### src/hdl/scr_pkg.sv
// shared types and constants for the sphere collision response pipeline
`timescale 1ns / 1ps

package scr_pkg;

    localparam int VEL_W      = 32;
    localparam int E_W        = 17;
    localparam logic [E_W-1:0] E_ONE = 17'h10000;
    localparam int UNIT_FRAC  = 30;
    localparam int W_FRAC     = 28;

    localparam int SQRT_X_W   = 64;
    localparam int SQRT_R_W   = 32;
    localparam int SQRT_REM_W = 35;

    localparam int DIV_NUM_W  = 64;
    localparam int DIV_DEN_W  = 33;
    localparam int DIV_Q_W    = 31;

    localparam logic [1:0] FAULT_NONE        = 2'd0;
    localparam logic [1:0] FAULT_ZERO_OFFSET = 2'd1;
    localparam logic [1:0] FAULT_ZERO_MASS   = 2'd2;

    typedef struct packed {
        logic signed [VEL_W-1:0] offset_x;
        logic signed [VEL_W-1:0] offset_y;
        logic signed [VEL_W-1:0] offset_z;
        logic signed [VEL_W-1:0] vel_a_x;
        logic signed [VEL_W-1:0] vel_a_y;
        logic signed [VEL_W-1:0] vel_a_z;
        logic signed [VEL_W-1:0] vel_b_x;
        logic signed [VEL_W-1:0] vel_b_y;
        logic signed [VEL_W-1:0] vel_b_z;
        logic        [VEL_W-1:0] mass_a;
        logic        [VEL_W-1:0] mass_b;
    } scr_in_t;

    typedef struct packed {
        logic signed [VEL_W-1:0] new_a_x;
        logic signed [VEL_W-1:0] new_a_y;
        logic signed [VEL_W-1:0] new_a_z;
        logic signed [VEL_W-1:0] new_b_x;
        logic signed [VEL_W-1:0] new_b_y;
        logic signed [VEL_W-1:0] new_b_z;
        logic        [1:0]       fault;
    } scr_out_t;

endpackage

### src/hdl/scr_isqrt.sv
// pipelined floor integer square root, one root bit per stage
`timescale 1ns / 1ps

module scr_isqrt
    import scr_pkg::*;
(
    input  logic                clk,
    input  logic                adv,
    input  logic [SQRT_X_W-1:0] x,
    output logic [SQRT_R_W-1:0] root
);

    logic [SQRT_X_W-1:0]   x_reg    [SQRT_R_W];
    logic [SQRT_REM_W-1:0] rem_reg  [SQRT_R_W];
    logic [SQRT_R_W-1:0]   root_reg [SQRT_R_W];

    logic [SQRT_X_W-1:0]   x_cur     [SQRT_R_W];
    logic [SQRT_REM_W-1:0] rem_cur   [SQRT_R_W];
    logic [SQRT_R_W-1:0]   root_cur  [SQRT_R_W];
    logic [SQRT_X_W-1:0]   x_next    [SQRT_R_W];
    logic [SQRT_REM_W-1:0] rem_next  [SQRT_R_W];
    logic [SQRT_R_W-1:0]   root_next [SQRT_R_W];

    always_comb
    begin
        x_cur[0]    = x;
        rem_cur[0]  = '0;
        root_cur[0] = '0;
        for (int k = 1; k < SQRT_R_W; k++)
        begin
            x_cur[k]    = x_reg[k-1];
            rem_cur[k]  = rem_reg[k-1];
            root_cur[k] = root_reg[k-1];
        end
    end

    always_comb
    begin
        logic [SQRT_REM_W-1:0] rem_sh;
        logic [SQRT_REM_W-1:0] trial;
        for (int k = 0; k < SQRT_R_W; k++)
        begin
            rem_sh = {rem_cur[k][SQRT_REM_W-3:0], x_cur[k][SQRT_X_W-1 -: 2]};
            trial  = {{(SQRT_REM_W-SQRT_R_W-2){1'b0}}, root_cur[k], 2'b01};
            x_next[k] = x_cur[k] << 2;
            if (rem_sh >= trial)
            begin
                rem_next[k]  = rem_sh - trial;
                root_next[k] = {root_cur[k][SQRT_R_W-2:0], 1'b1};
            end
            else
            begin
                rem_next[k]  = rem_sh;
                root_next[k] = {root_cur[k][SQRT_R_W-2:0], 1'b0};
            end
        end
    end

    always_ff @(posedge clk)
    begin
        if (adv)
        begin
            for (int k = 0; k < SQRT_R_W; k++)
            begin
                x_reg[k]    <= x_next[k];
                rem_reg[k]  <= rem_next[k];
                root_reg[k] <= root_next[k];
            end
        end
    end

    assign root = root_reg[SQRT_R_W-1];

endmodule

### config.mk
export PLATFORM = sky130hd
export DESIGN_NAME = scr_isqrt
export DESIGN_NICKNAME = d
export VERILOG_FILES = /design/src/hdl/scr_pkg.sv /design/src/hdl/scr_isqrt.sv
export SDC_FILE = /design/constraint.sdc
export NUM_CORES = 2
export LEC_CHECK = 0
export BUFFER_PORTS_ARGS = -buffer_cell sky130_fd_sc_hd__clkbuf_2
export CAP_MARGIN = 15
export CELL_PAD_IN_SITES_DETAIL_PLACEMENT = 0
export CELL_PAD_IN_SITES_GLOBAL_PLACEMENT = 2
export CORE_ASPECT_RATIO = 0.75
export CORE_MARGIN = 2
export CORE_UTILIZATION = 30
export CTS_BUF_LIST = sky130_fd_sc_hd__clkbuf_4 sky130_fd_sc_hd__clkbuf_8
export DETAILED_ROUTE_END_ITERATION = 10
export GPL_TIMING_DRIVEN = 0
export PLACE_DENSITY_LB_ADDON = 0.1
export SYNTH_ARGS = -nofsm -noshare
export SYNTH_HDL_FRONTEND = slang
export SYNTH_MEMORY_MAX_BITS = 65536
export SYNTH_SLANG_ARGS = --single-unit
### constraint.sdc
create_clock -name clk -period 4.6 [get_ports clk]
set_input_delay 1.15 -clock clk [delete_from_list [all_inputs] [get_ports clk]]
set_output_delay 1.15 -clock clk [all_outputs]
set_load 0.01 [all_outputs]
; ---- Word-level counts from Yosys, hierarchy flattened
; Memories as Yosys holds them, arrays and structs flattened.
; Cells that the tools add are included.
[word_totals]
romBits = 0
mem_count = 3
out_inout_bits = 32
latchBits = 0
ram_bits = 4128
in_bits = 66
ff_bits = 0
word_cells = 133
[classes]
muxes = 66
div_mod_pow = 0
add_sub_neg = 32
shift = 0
eq_ne = 0
multipliers = 0
magnitude_cmp = 32
n_reduce_logical = 0
bitwise_logic = 0
[mem_list]
columns = name, depth, word_bits, read_ports, rd_clocked_by_memory_dff, write_ports, line_no
row1 = x_reg, 32, 62, 31, 0, 32, scr_isqrt.sv:13  ; logic [SQRT_X_W-1:0] x_reg [SQRT_R_W];
row2 = rem_reg, 32, 35, 31, 0, 32, scr_isqrt.sv:14  ; logic [SQRT_REM_W-1:0] rem_reg [SQRT_R_W];
row3 = root_reg, 32, 32, 32, 0, 32, scr_isqrt.sv:15  ; logic [SQRT_R_W-1:0] root_reg [SQRT_R_W];
[ops]
columns = operator, count
row1 = 35-bit 2-to-1 mux, 32
row2 = 35-bit by 34-bit >= comparator with 1-bit output, 31
row3 = 35-bit by 34-bit subtractor with 35-bit output, 31
row4 = 1-bit 2-to-1 mux, 34
row5 = "2-bit by 1-bit subtractor with 3-bit output, second input constant", 1
row6 = "2-bit by 1-bit >= comparator with 1-bit output, second input constant", 1

; ---- Longest topological paths before layout
; An unclocked memory read counts as a cell.
[logic_depth]
word_depth = 3
mapped_depth = 15

; ---- Least setup slack after synthesis
; OpenSTA, ideal clock, no wires.
[synth_path]
kind = register -> register
start = memory rem_reg[2][10], in the netlist rem_reg[0][80]
end = memory rem_reg[3][28], in the netlist rem_reg[0][133], data pin
setup_ns = 0.262
stages_incl_launch_ff = 12
synth_period_minus_slack_ns = 3.444
required_time_ns = 4.338
slack_ns = 1.156
arrival_time_ns = 3.182
n_path_buf = 1
path_cell_list = edfxtp_1 -> or4_4 -> or3_4 -> or4_4 -> or3_4 -> or3_4 -> o311ai_4 -> buf_6 -> nor2_2 -> nand2_2 -> nor3_2 -> xor2_1
[synth_lines]
columns = element, line_no
row1 = from (decl), scr_isqrt.sv:14

==> summary.md <==
| Metric | Value |
|---|---|
| Pre-CTS WS | `-1.001 ns` |
| Vias | `69960` |
| Arr. time, crit path | `5.18 ns` |
| Drt total wl | `282000 um` |
| Largest net degree at the start of global routing | `124` |
| DRC | `0` |
| Area of the multi-input gates | `0.03757 mm^2` |
| Run status | `completed` |
| Main synth FF type | `edfxtp_1` |
| Mean post-synth cell area | `12.89 um^2` |
| Number of global-route vias before repair | `69770` |
| Final Hold Vio Count | `0` |
| NumNets Final | `10170` |
| CTS clock-pin slew for the worst setup and hold paths | `0.06 ns` |
| Post-route cell area | `0.1321 mm^2` |
| Clock sink count | `2494` |
| GR Util met3 | `2.291%` |
| Gr busiest metal | `met1` |
| Die Area | `0.3907 mm^2` |
| Yosys warnings | `0` |
| Setup violators final | `0` |
| Max Slew Vio Count | `0` |
| Row Count | `197` |
| Antenna violations before repair | `20` |
| Average wire per standard cell | `18.83 um` |
| Power per cell area | `490.0 mW/mm^2` |
| Die height | `541.8 um` |
| Max frequency | `229.8 MHz` |
| Leading area contributor after synthesis | `edfxtp_1` |
| GR Util met1 | `21.13%` |
| Most instantiated cells after synthesis | `edfxtp_1, inv_1, nand2_1` |
| Filler instances | `37910` |
| Total gr overflow | `0` |
| Placer Congestion | `0.7963` |
| I/O pin total | `98` |
| CTS tree | `done` |
| Die width | `721.1 um` |
| Req. time, crit path | `5.43 ns` |
| Syn_nets | `9605` |
| Fin Hold WS | `0.2005 ns` |
| Drt via density | `4.671` |
| Clk root buf | `clkbuf_8` |
| Max Clock Skew | `0.09366 ns` |
| Post-route ant nets | `0` |
| Post-synth ARST share | `0%` |
| Setup ws final | `0.2482 ns` |
| Post-DP HPWL | `203700 um` |
| Starting DRT DRC Count | `5087` |
| Path type of the worst setup path | `reg2reg` |
| Total power draw | `64740 uW` |
| CP Launch Type | `flop` |
| Final min period | `4.352 ns` |
| Max reg flops | `992` |
| Met2 Resource Use GR | `20.87%` |
| Yosys cell types | `91` |
| Largest fanout on the critical path | `10` |
| GRT Total Usage | `14.06%` |
| Sequential area share after synthesis | `64.73%` |
| FF+latch area | `0.07489 mm^2` |
| CTS H-tree lvls | `5` |
| Post-synthesis register bit count | `2494` |
| Final core utilization | `34.40%` |
| CP endpoint kind | `flop` |
| Pleak | `0.04971 uW` |
| Top-count cell post-synth | `edfxtp_1` |
| Post-Synthesis Cells | `8978` |
| Worst slew margin | `24.40%` |
| Buffers added on ports | `97` |
| Share of cells above drive strength 1 | `9.992%` |
| Hold Crit Class | `in2reg` |
| CTS Buf Count | `424` |
| Maximum capacitance violations | `0` |
| Bufs on Longest Clock Path | `4` |
| Starting density of the core | `30.13%` |
| Post-synth EDFFs | `2494` |
| Netlist Area Pre-Place | `0.1157 mm^2` |
| Top post-synthesis cells by area | `edfxtp_1, ha_1, xor2_1, xnor2_1, o21ai_0` |
| Clk_lat worst skew | `1.15 ns` |
| Area share of the largest cell type after synthesis | `64.73%` |
| Worst-margin pin slew | `1.120 ns` |
| First-pass GRT wire length | `429000 um` |
| Area growth syn-to-layout | `14.19%` |
| TritonRoute pass-1 iters | `6` |
| Placed Area | `0.1232 mm^2` |
| Core Box Area | `0.3840 mm^2` |
| Maximum vdd drop | `0.2489 mV` |
| Fin crit share | `94.60%` |
stage by stage:
stage / instances / TNS [ns]
after floorplan: 8978 / 0
after global placement: 14150 / -
after detailed placement: 14170 / -227.65
after CTS: 14970 / 0
after global routing: 14970 / -0.002139
final: 14980 / 0
layout by cell type, fill, tap and decap left out, types with 125 or more instances in the layout:
cell,count
edfxtp_1,2494
xor2_1,424
xnor2_1,367
nor2_1,513
a21oi_1,485
clkbuf_2,125
nand3_1,149
o21ai_0,565
nor3_1,226
nand2_1,693
inv_1,717
clkbuf_8,428
ha_1,561
a21o_1,234
power breakdown:
group	switching, uW	internal [uW]	total (uW)
combinational	8220	5370	13600
sequential	1980	28700	30700
clock	9570	10800	20400
total	19800	45000	64700
cell type report:
cell class                      count  area share, %
Antenna cell                        5       0.009471
Sequential cell                  2494          56.69
Tap cell                         5074          4.805
Clock inverter                    246          1.402
Timing Repair Buffer              142          1.028
Buffer                            172         0.5417
Inverter                          718          2.040
Multi-Input combinational cell   5593          28.44
Clock buffer                      533          5.051
kinds of logic after synthesis:
logic type | count (synthesis) | synth area share [%]
xor+xnor | 791 | 5.988
compound gates | 1827 | 9.719
simple gates | 2342 | 9.907
mux | 71 | 0.6748
buf+inv | 891 | 2.909
other cells | 1 | 0.003241
flops | 2494 | 64.73
fa+ha+maj | 561 | 6.067
final timing paths:
path                endpoint  slack [ns]  cells past startpoint             from
max          rem_reg[1][156]        0.25                     11  rem_reg[1][105]
min reg2reg    x_reg[1][484]        0.39                      0    x_reg[1][420]
min             x_reg[0][14]        0.20                      1            x[14]
max reg2reg  rem_reg[1][156]        0.25                     11  rem_reg[1][105]
per-layer routing:
layer,up-vias,routed length [um]
met2,1267,119500
met1,33830,143500
met3,473,12200
met5,-,41
li1,34380,-
met4,6,6822
what timing repair did:
item                                    4_1_cts  5_1_grt
hold buffers                                 20        0
hold endpoints to repair                     20        0
endpoints found under the setup margin      195      243
resized for setup                            31       51
setup buffers                                 0        0
worst max-delay path, cell delays in order, from the launching register on:
cell	delay [ns]
edfxtp_1	0.42
ha_1	0.36
o21a_1	0.15
or4_1	0.46
a41oi_1	0.39
o21ai_1	0.23
a31oi_1	0.48
o31ai_1	0.25
a41oi_2	0.41
clkbuf_2	0.36
clkbuf_1	0.37
o21ai_0	0.19
Power figures use the tool's default switching activity.
