### config.mk
export PLATFORM = sky130hd
export DESIGN_NAME = scr_div
export DESIGN_NICKNAME = d
export VERILOG_FILES = /design/src/hdl/scr_pkg.sv /design/src/hdl/scr_div.sv
export SDC_FILE = /design/constraint.sdc
export NUM_CORES = 2
export LEC_CHECK = 0
export BUFFER_PORTS_ARGS = -buffer_cell sky130_fd_sc_hd__buf_2
export CAP_MARGIN = 20
export CELL_PAD_IN_SITES_DETAIL_PLACEMENT = 0
export CELL_PAD_IN_SITES_GLOBAL_PLACEMENT = 1
export CORE_ASPECT_RATIO = 0.75
export CORE_UTILIZATION = 45
export CTS_CLUSTER_SIZE = 8
export DETAILED_ROUTE_END_ITERATION = 8
export GPL_TIMING_DRIVEN = 1
export PLACE_DENSITY_LB_ADDON = 0.1
export SLEW_MARGIN = 20
export SYNTH_ARGS = -nofsm -noshare
export SYNTH_HDL_FRONTEND = slang
export SYNTH_SLANG_ARGS = --single-unit
### constraint.sdc
create_clock -name clk -period 4.9 [get_ports clk]
set_clock_uncertainty 0.05 [all_clocks]
set_input_delay 0.98 -clock clk [delete_from_list [all_inputs] [get_ports clk]]
set_output_delay 0.98 -clock clk [all_outputs]
set_load 0.02 [all_outputs]
### src/hdl/scr_pkg.sv
// shared types and constants for the sphere collision response pipeline
`timescale 1ns / 1ps

package scr_pkg;

    localparam int VEL_W      = 32;
    localparam int E_W        = 17;
    localparam logic [E_W-1:0] E_ONE = 17'h10000;
    localparam int UNIT_FRAC  = 30;
    localparam int W_FRAC     = 28;

    localparam int SQRT_X_W   = 64;
    localparam int SQRT_R_W   = 32;
    localparam int SQRT_REM_W = 35;

    localparam int DIV_NUM_W  = 64;
    localparam int DIV_DEN_W  = 33;
    localparam int DIV_Q_W    = 31;

    localparam logic [1:0] FAULT_NONE        = 2'd0;
    localparam logic [1:0] FAULT_ZERO_OFFSET = 2'd1;
    localparam logic [1:0] FAULT_ZERO_MASS   = 2'd2;

    typedef struct packed {
        logic signed [VEL_W-1:0] offset_x;
        logic signed [VEL_W-1:0] offset_y;
        logic signed [VEL_W-1:0] offset_z;
        logic signed [VEL_W-1:0] vel_a_x;
        logic signed [VEL_W-1:0] vel_a_y;
        logic signed [VEL_W-1:0] vel_a_z;
        logic signed [VEL_W-1:0] vel_b_x;
        logic signed [VEL_W-1:0] vel_b_y;
        logic signed [VEL_W-1:0] vel_b_z;
        logic        [VEL_W-1:0] mass_a;
        logic        [VEL_W-1:0] mass_b;
    } scr_in_t;

    typedef struct packed {
        logic signed [VEL_W-1:0] new_a_x;
        logic signed [VEL_W-1:0] new_a_y;
        logic signed [VEL_W-1:0] new_a_z;
        logic signed [VEL_W-1:0] new_b_x;
        logic signed [VEL_W-1:0] new_b_y;
        logic signed [VEL_W-1:0] new_b_z;
        logic        [1:0]       fault;
    } scr_out_t;

endpackage

### src/hdl/scr_div.sv
// pipelined restoring divider, one quotient bit per stage
`timescale 1ns / 1ps

module scr_div
    import scr_pkg::*;
(
    input  logic                 clk,
    input  logic                 adv,
    input  logic [DIV_NUM_W-1:0] num,
    input  logic [DIV_DEN_W-1:0] den,
    output logic [DIV_Q_W-1:0]   quo
);

    logic [DIV_DEN_W-1:0] rem_reg  [DIV_Q_W];
    logic [DIV_Q_W-1:0]   bits_reg [DIV_Q_W];
    logic [DIV_DEN_W-1:0] den_reg  [DIV_Q_W];
    logic [DIV_Q_W-1:0]   q_reg    [DIV_Q_W];

    logic [DIV_DEN_W-1:0] rem_cur   [DIV_Q_W];
    logic [DIV_Q_W-1:0]   bits_cur  [DIV_Q_W];
    logic [DIV_DEN_W-1:0] den_cur   [DIV_Q_W];
    logic [DIV_Q_W-1:0]   q_cur     [DIV_Q_W];
    logic [DIV_DEN_W-1:0] rem_next  [DIV_Q_W];
    logic [DIV_Q_W-1:0]   bits_next [DIV_Q_W];
    logic [DIV_Q_W-1:0]   q_next    [DIV_Q_W];

    // quotient is known to fit, so the top part of the numerator is below den
    always_comb
    begin
        rem_cur[0]  = num[DIV_NUM_W-1:DIV_Q_W];
        bits_cur[0] = num[DIV_Q_W-1:0];
        den_cur[0]  = den;
        q_cur[0]    = '0;
        for (int k = 1; k < DIV_Q_W; k++)
        begin
            rem_cur[k]  = rem_reg[k-1];
            bits_cur[k] = bits_reg[k-1];
            den_cur[k]  = den_reg[k-1];
            q_cur[k]    = q_reg[k-1];
        end
    end

    always_comb
    begin
        logic [DIV_DEN_W:0] rem_sh;
        logic [DIV_DEN_W:0] diff;
        for (int k = 0; k < DIV_Q_W; k++)
        begin
            rem_sh = {rem_cur[k], bits_cur[k][DIV_Q_W-1]};
            diff   = rem_sh - {1'b0, den_cur[k]};
            bits_next[k] = bits_cur[k] << 1;
            if (rem_sh >= {1'b0, den_cur[k]})
            begin
                rem_next[k] = diff[DIV_DEN_W-1:0];
                q_next[k]   = {q_cur[k][DIV_Q_W-2:0], 1'b1};
            end
            else
            begin
                rem_next[k] = rem_sh[DIV_DEN_W-1:0];
                q_next[k]   = {q_cur[k][DIV_Q_W-2:0], 1'b0};
            end
        end
    end

    always_ff @(posedge clk)
    begin
        if (adv)
        begin
            for (int k = 0; k < DIV_Q_W; k++)
            begin
                rem_reg[k]  <= rem_next[k];
                bits_reg[k] <= bits_next[k];
                den_reg[k]  <= den_cur[k];
                q_reg[k]    <= q_next[k];
            end
        end
    end

    assign quo = q_reg[DIV_Q_W-1];

endmodule

== After elaboration in Yosys (flattened, before gate mapping) ==
Memory sizes are Yosys's and may differ from the RTL's.
Cells that the tools add are included.

* Bits in registers: 0
* Bits in writable memories: 3,937
* Input port bits: 99
* Output and inout port bits: 31
* Logic and storage cells: 130
* Memories kept: 4

* Add/subtract/negate cells: 31
* Order comparisons: 31
* Multiplexer cells: 64

{| class="wikitable"
|+ Memories
! memory !! depth !! bits a word !! rd ports !! clocked after Yosys merged registers in !! wr ports !! RTL line !! RTL
|-
| den_reg || 31 || 33 || 30 || 0 || 31 || scr_div.sv:16 || <nowiki>logic [DIV_DEN_W-1:0] den_reg [DIV_Q_W];</nowiki>
|-
| rem_reg || 31 || 33 || 30 || 0 || 31 || scr_div.sv:14 || <nowiki>logic [DIV_DEN_W-1:0] rem_reg [DIV_Q_W];</nowiki>
|-
| q_reg || 31 || 31 || 31 || 0 || 31 || scr_div.sv:17 || <nowiki>logic [DIV_Q_W-1:0] q_reg [DIV_Q_W];</nowiki>
|-
| bits_reg || 31 || 30 || 30 || 0 || 31 || scr_div.sv:15 || <nowiki>logic [DIV_Q_W-1:0] bits_reg [DIV_Q_W];</nowiki>
|}

{| class="wikitable"
|+ Operators with widths
! cell !! number
|-
| greater-or-equal comparator 34 x 33 -> 1 bit || 31
|-
| two-way mux 33 bit || 31
|-
| subtractor 33 bit || 31
|-
| two-way mux 1 bit || 33
|}

== Longest topological paths before layout ==
An unclocked memory read counts as a cell.

* Depth in word-level cells: 3
* Gate-level depth with buffers: 17
* Mapped depth without buffers: 16

== Least setup slack after synthesis ==
OpenSTA, ideal clock, no wires.

* Kind: input to register
* Start: input num[30]
* End: memory rem_reg[0][18] (data pin)
* Library setup time: 0.260 ns
* Data arrival time: 4.125 ns
* Data required time: 4.590 ns
* Path slack: 0.466 ns
* Cell stages on the path: 16
* Path buffers: 2
* Cell sequence: inv_1 > ha_1 > inv_1 > fa_1 > a21o_1 > a311o_1 > a21oi_1 > o21a_1 > a21oi_1 > a221o_1 > a21oi_1 > o21a_1 > o21a_1 > clkbuf_1 > buf_2 > mux2_2

{| class="wikitable"
|+ RTL lines
! item !! RTL line !! RTL
|-
| start: declaration || scr_div.sv:9 || <nowiki>input logic [DIV_NUM_W-1:0] num,</nowiki>
|-
| end: declaration || scr_div.sv:14 ||
|}

==> flow_summary.toml <==
[outcome]
status = "complete, no violations"

[critical_path]
worstSetupPathType = "flip-flop to flip-flop"
critPathSlowestCell = "o311ai_0"
r2r_cells = 12
arrival_ps = 5350
critPathMaxStageDelay_ps = 700
cp_num_buf_inv = 0
r2r_slack_ps = 140
r2r_start = "rem_reg[1][297]"
crit_top_cell = "o21ai_0"
start_kind = "flip-flop"
r2r-end = "rem_reg[1][359]"
crit_chain = "ha_1 -> nor2b_1 -> o31a_1 -> o311ai_0 -> a31oi_1 -> o21ai_0 -> o21ai_0 -> a31oi_1 -> o21ai_0 -> a21oi_1 -> xnor2_1 -> mux2_2"
path_delay_family = "compound AO/OA/AOI/OAI gates"
path_max_fanout = 4
crit_required_ps = 5480
cp-end-kind = "flip-flop"

[final_layout]
multiInputGateArea_um2 = 57460
area_delta_synth_final_pct = 11.78
fillers = 29300
fin_util_pct = 50.59
drive_gt1_share_pct = 8.405
seq_area_um2 = 88310
design_area_um2 = 169600
num-nets-final = 14280

[power_and_ir_drop]
leakage_uw = 0.06824
power_density_nw_per_um2 = 677.1
ir_drop_uv = 339.6

[floorplanning]
fp.dieArea_um2 = 339500
die_w_um = 672.5
initial_core_util_pct = 45.26
num_rows = 184
ios = 130
core_um2 = 335200
die_h_um = 504.9

[logic_synthesis]
synthSimpleGateAreaFrac_pct = 7.827
synth.yosys.seq_area_share_pct = 58.21
syn-cell-area_um2 = 151700
synthAdderAreaFrac_pct = 8.832
ys.flop_type = "edfxtp_1"
postSynthAreaPerCell_um2 = 11.94
yosys.area.top_type_share_pct = 58.21
ys_warn_count = 0
yosysMostFrequentCell = "edfxtp_1"
ys_types = 94
synth_common_cells = "2941 x edfxtp_1, 1327 x inv_1, 1045 x a21oi_1"
async_flop_share_pct = 0
synth-seq-cells = 2941
synth_xor_area_share_pct = 4.941
synth_mux_area_share_pct = 2.332
synth.area.top_cells = "edfxtp_1 58%, ha_1 8.4%, a21oi_1 3.4%"
synth_edf_count = 2941
syn_inst = 12710
synth_compound_area_share_pct = 13.82
syn-num-nets = 13860
synth_top_family_by_area = "compound AO/OA/AOI/OAI gates"
synth_area_leader_cell = "edfxtp_1"

[detailed_routing]
ant_nets = 0
vias = 98460
post-route-drc-count = 0
viasPerCell = 5.585
wl_per_cell_um = 22.25
routed_wl_um = 392200
first_iter_violations = 8710
drtPass1Iterations = 5

[placement]
place_congestion = 0.9090
dp_hpwl_um = 298300
io_buffer_count = 129
placed_cell_area_um2 = 158800

[global_route]
grt_max_degree = 169
grt_pass1_vias = 94710
grt.total_usage_pct = 22.66
grt-ovfl-total = 0
grt_pass1_wl_um = 592100
antenna_found_initial = 18

[worst_hold_path]
whs_endpoint = "bits_reg[0][3]"
holdCritPathClass = "input port to flip-flop"
min_from = "num[3]"
min_path_cells = 1

[sta]
finalSetupTns_ps = 0
fin_crit_ps = 4762
hold_violations = 0
slew_headroom_pct = 29.85
hold_ws_ps = 193.2
slew_viol_final = 0
worst_pin_slew_ps = 1041
setup_viol = 0
fin_crit_sh_pct = 97.19
max_freq_ghz = 0.2100
rsz0062_at_grt = "false"

[clock_network]
cts_buffers = 412
clock-sinks = 2941
clkTransAtPathRegs_ps = 50
clockBufferDepth = 4
clk_latency_ps = 920
post_cts_buffers = 0
cts_root_buf = "clkbuf_16"
htreeDepth = 5
tritoncts = "yes"

[run]
max_cap_viol_count = 0
report_power, final:
part / internal (uW) / leakage, uW / switching [uW]
Combinational: 20500 / 0.0342 / 28000
Clock: 14800 / 0.00528 / 10200
Sequential: 36500 / 0.0288 / 4850
timing repair:
action                     CTS  global route
setup endpoints to repair    0            31
hold buffers                 0             0
resized for setup            0             1
how the worst max path moves through the flow:
stage	start	to	slack, ps	cells past startpoint
floorplan	num[30]	rem_reg[0][18]	470	16
global placement	num[30]	rem_reg[0][32]	-30	17
detailed placement	num[30]	rem_reg[0][32]	170	17
CTS	rem_reg[1][297]	rem_reg[1][359]	230	12
global route	rem_reg[1][297]	rem_reg[1][359]	20	12
finish	rem_reg[1][297]	rem_reg[1][359]	140	12
through the flow:
step / worst slack [ps] / power, uW / cells
detailed placement: 166.6 / 89340 / 17170
finish: 137.7 / 114800 / 17630
global placement: -25.20 / 89030 / 17170
floorplan: 465.5 / 74540 / 12710
global route: 19.66 / 122200 / 17630
CTS: 234.5 / 115100 / 17620
final cells by class:
cell class,instances,share of cell area [%]
diodes,5,0.007378
repair buffers,285,1.442
clock buffers,423,6.104
clock inverters,26,0.2597
multi-input cells,8155,33.88
well taps,4464,3.293
inverters,1329,2.941
flip-flops and latches,2941,52.07
cell families (layout without fill, tap and decap cells):
family                   count (synthesis)  count (layout)
adder cells (fa/ha/maj)               1053            1053
buffers and inverters                 1609            2063
other                                    0               5
XOR/XNOR                               856             856
AND/OR/NAND/NOR                       2551            2551
flip-flops                            2941            2941
multiplexers                           316             316
AO/OA/AOI/OAI                         3379            3379
layout by cell type (no fill, tap or decap), types with 95 or more instances in the layout:
| cell | count |
|---|---|
| o21bai_1 | 147 |
| a21o_1 | 544 |
| nor2b_1 | 127 |
| clkbuf_16 | 412 |
| ha_1 | 1023 |
| nand2b_1 | 121 |
| buf_4 | 107 |
| a21oi_1 | 1044 |
| a31oi_1 | 95 |
| xor2_1 | 367 |
| o21ai_0 | 872 |
| nand3_1 | 163 |
| edfxtp_1 | 2941 |
| inv_1 | 1327 |
| buf_2 | 128 |
| nor2_1 | 646 |
| mux2_2 | 278 |
| o21a_1 | 120 |
| nand4_1 | 152 |
| nor3_1 | 104 |
| nand2_1 | 917 |
| xnor2_1 | 489 |
worst reg2reg max path, cell delays in order, from the launching register on:
cell and delay [ps]:
edfxtp_1 440, ha_1 330, nor2b_1 150, o31a_1 290, o311ai_0 700, a31oi_1 270, o21ai_0 610, o21ai_0 420
a31oi_1 510, o21ai_0 200, a21oi_1 210, xnor2_1 80, mux2_2 260
metal layers:
| metal | GRT usage [%] | share of wire [%] |
|---|---|---|
| met4 | 4.508 | 1.9 |
| met1 | 36.04 | 51 |
| met3 | 3.220 | 5.9 |
| met2 | 32.73 | 41 |
| met5 | 0 | 0.0069 |
Note: power is estimated with default switching activity, not from simulation.
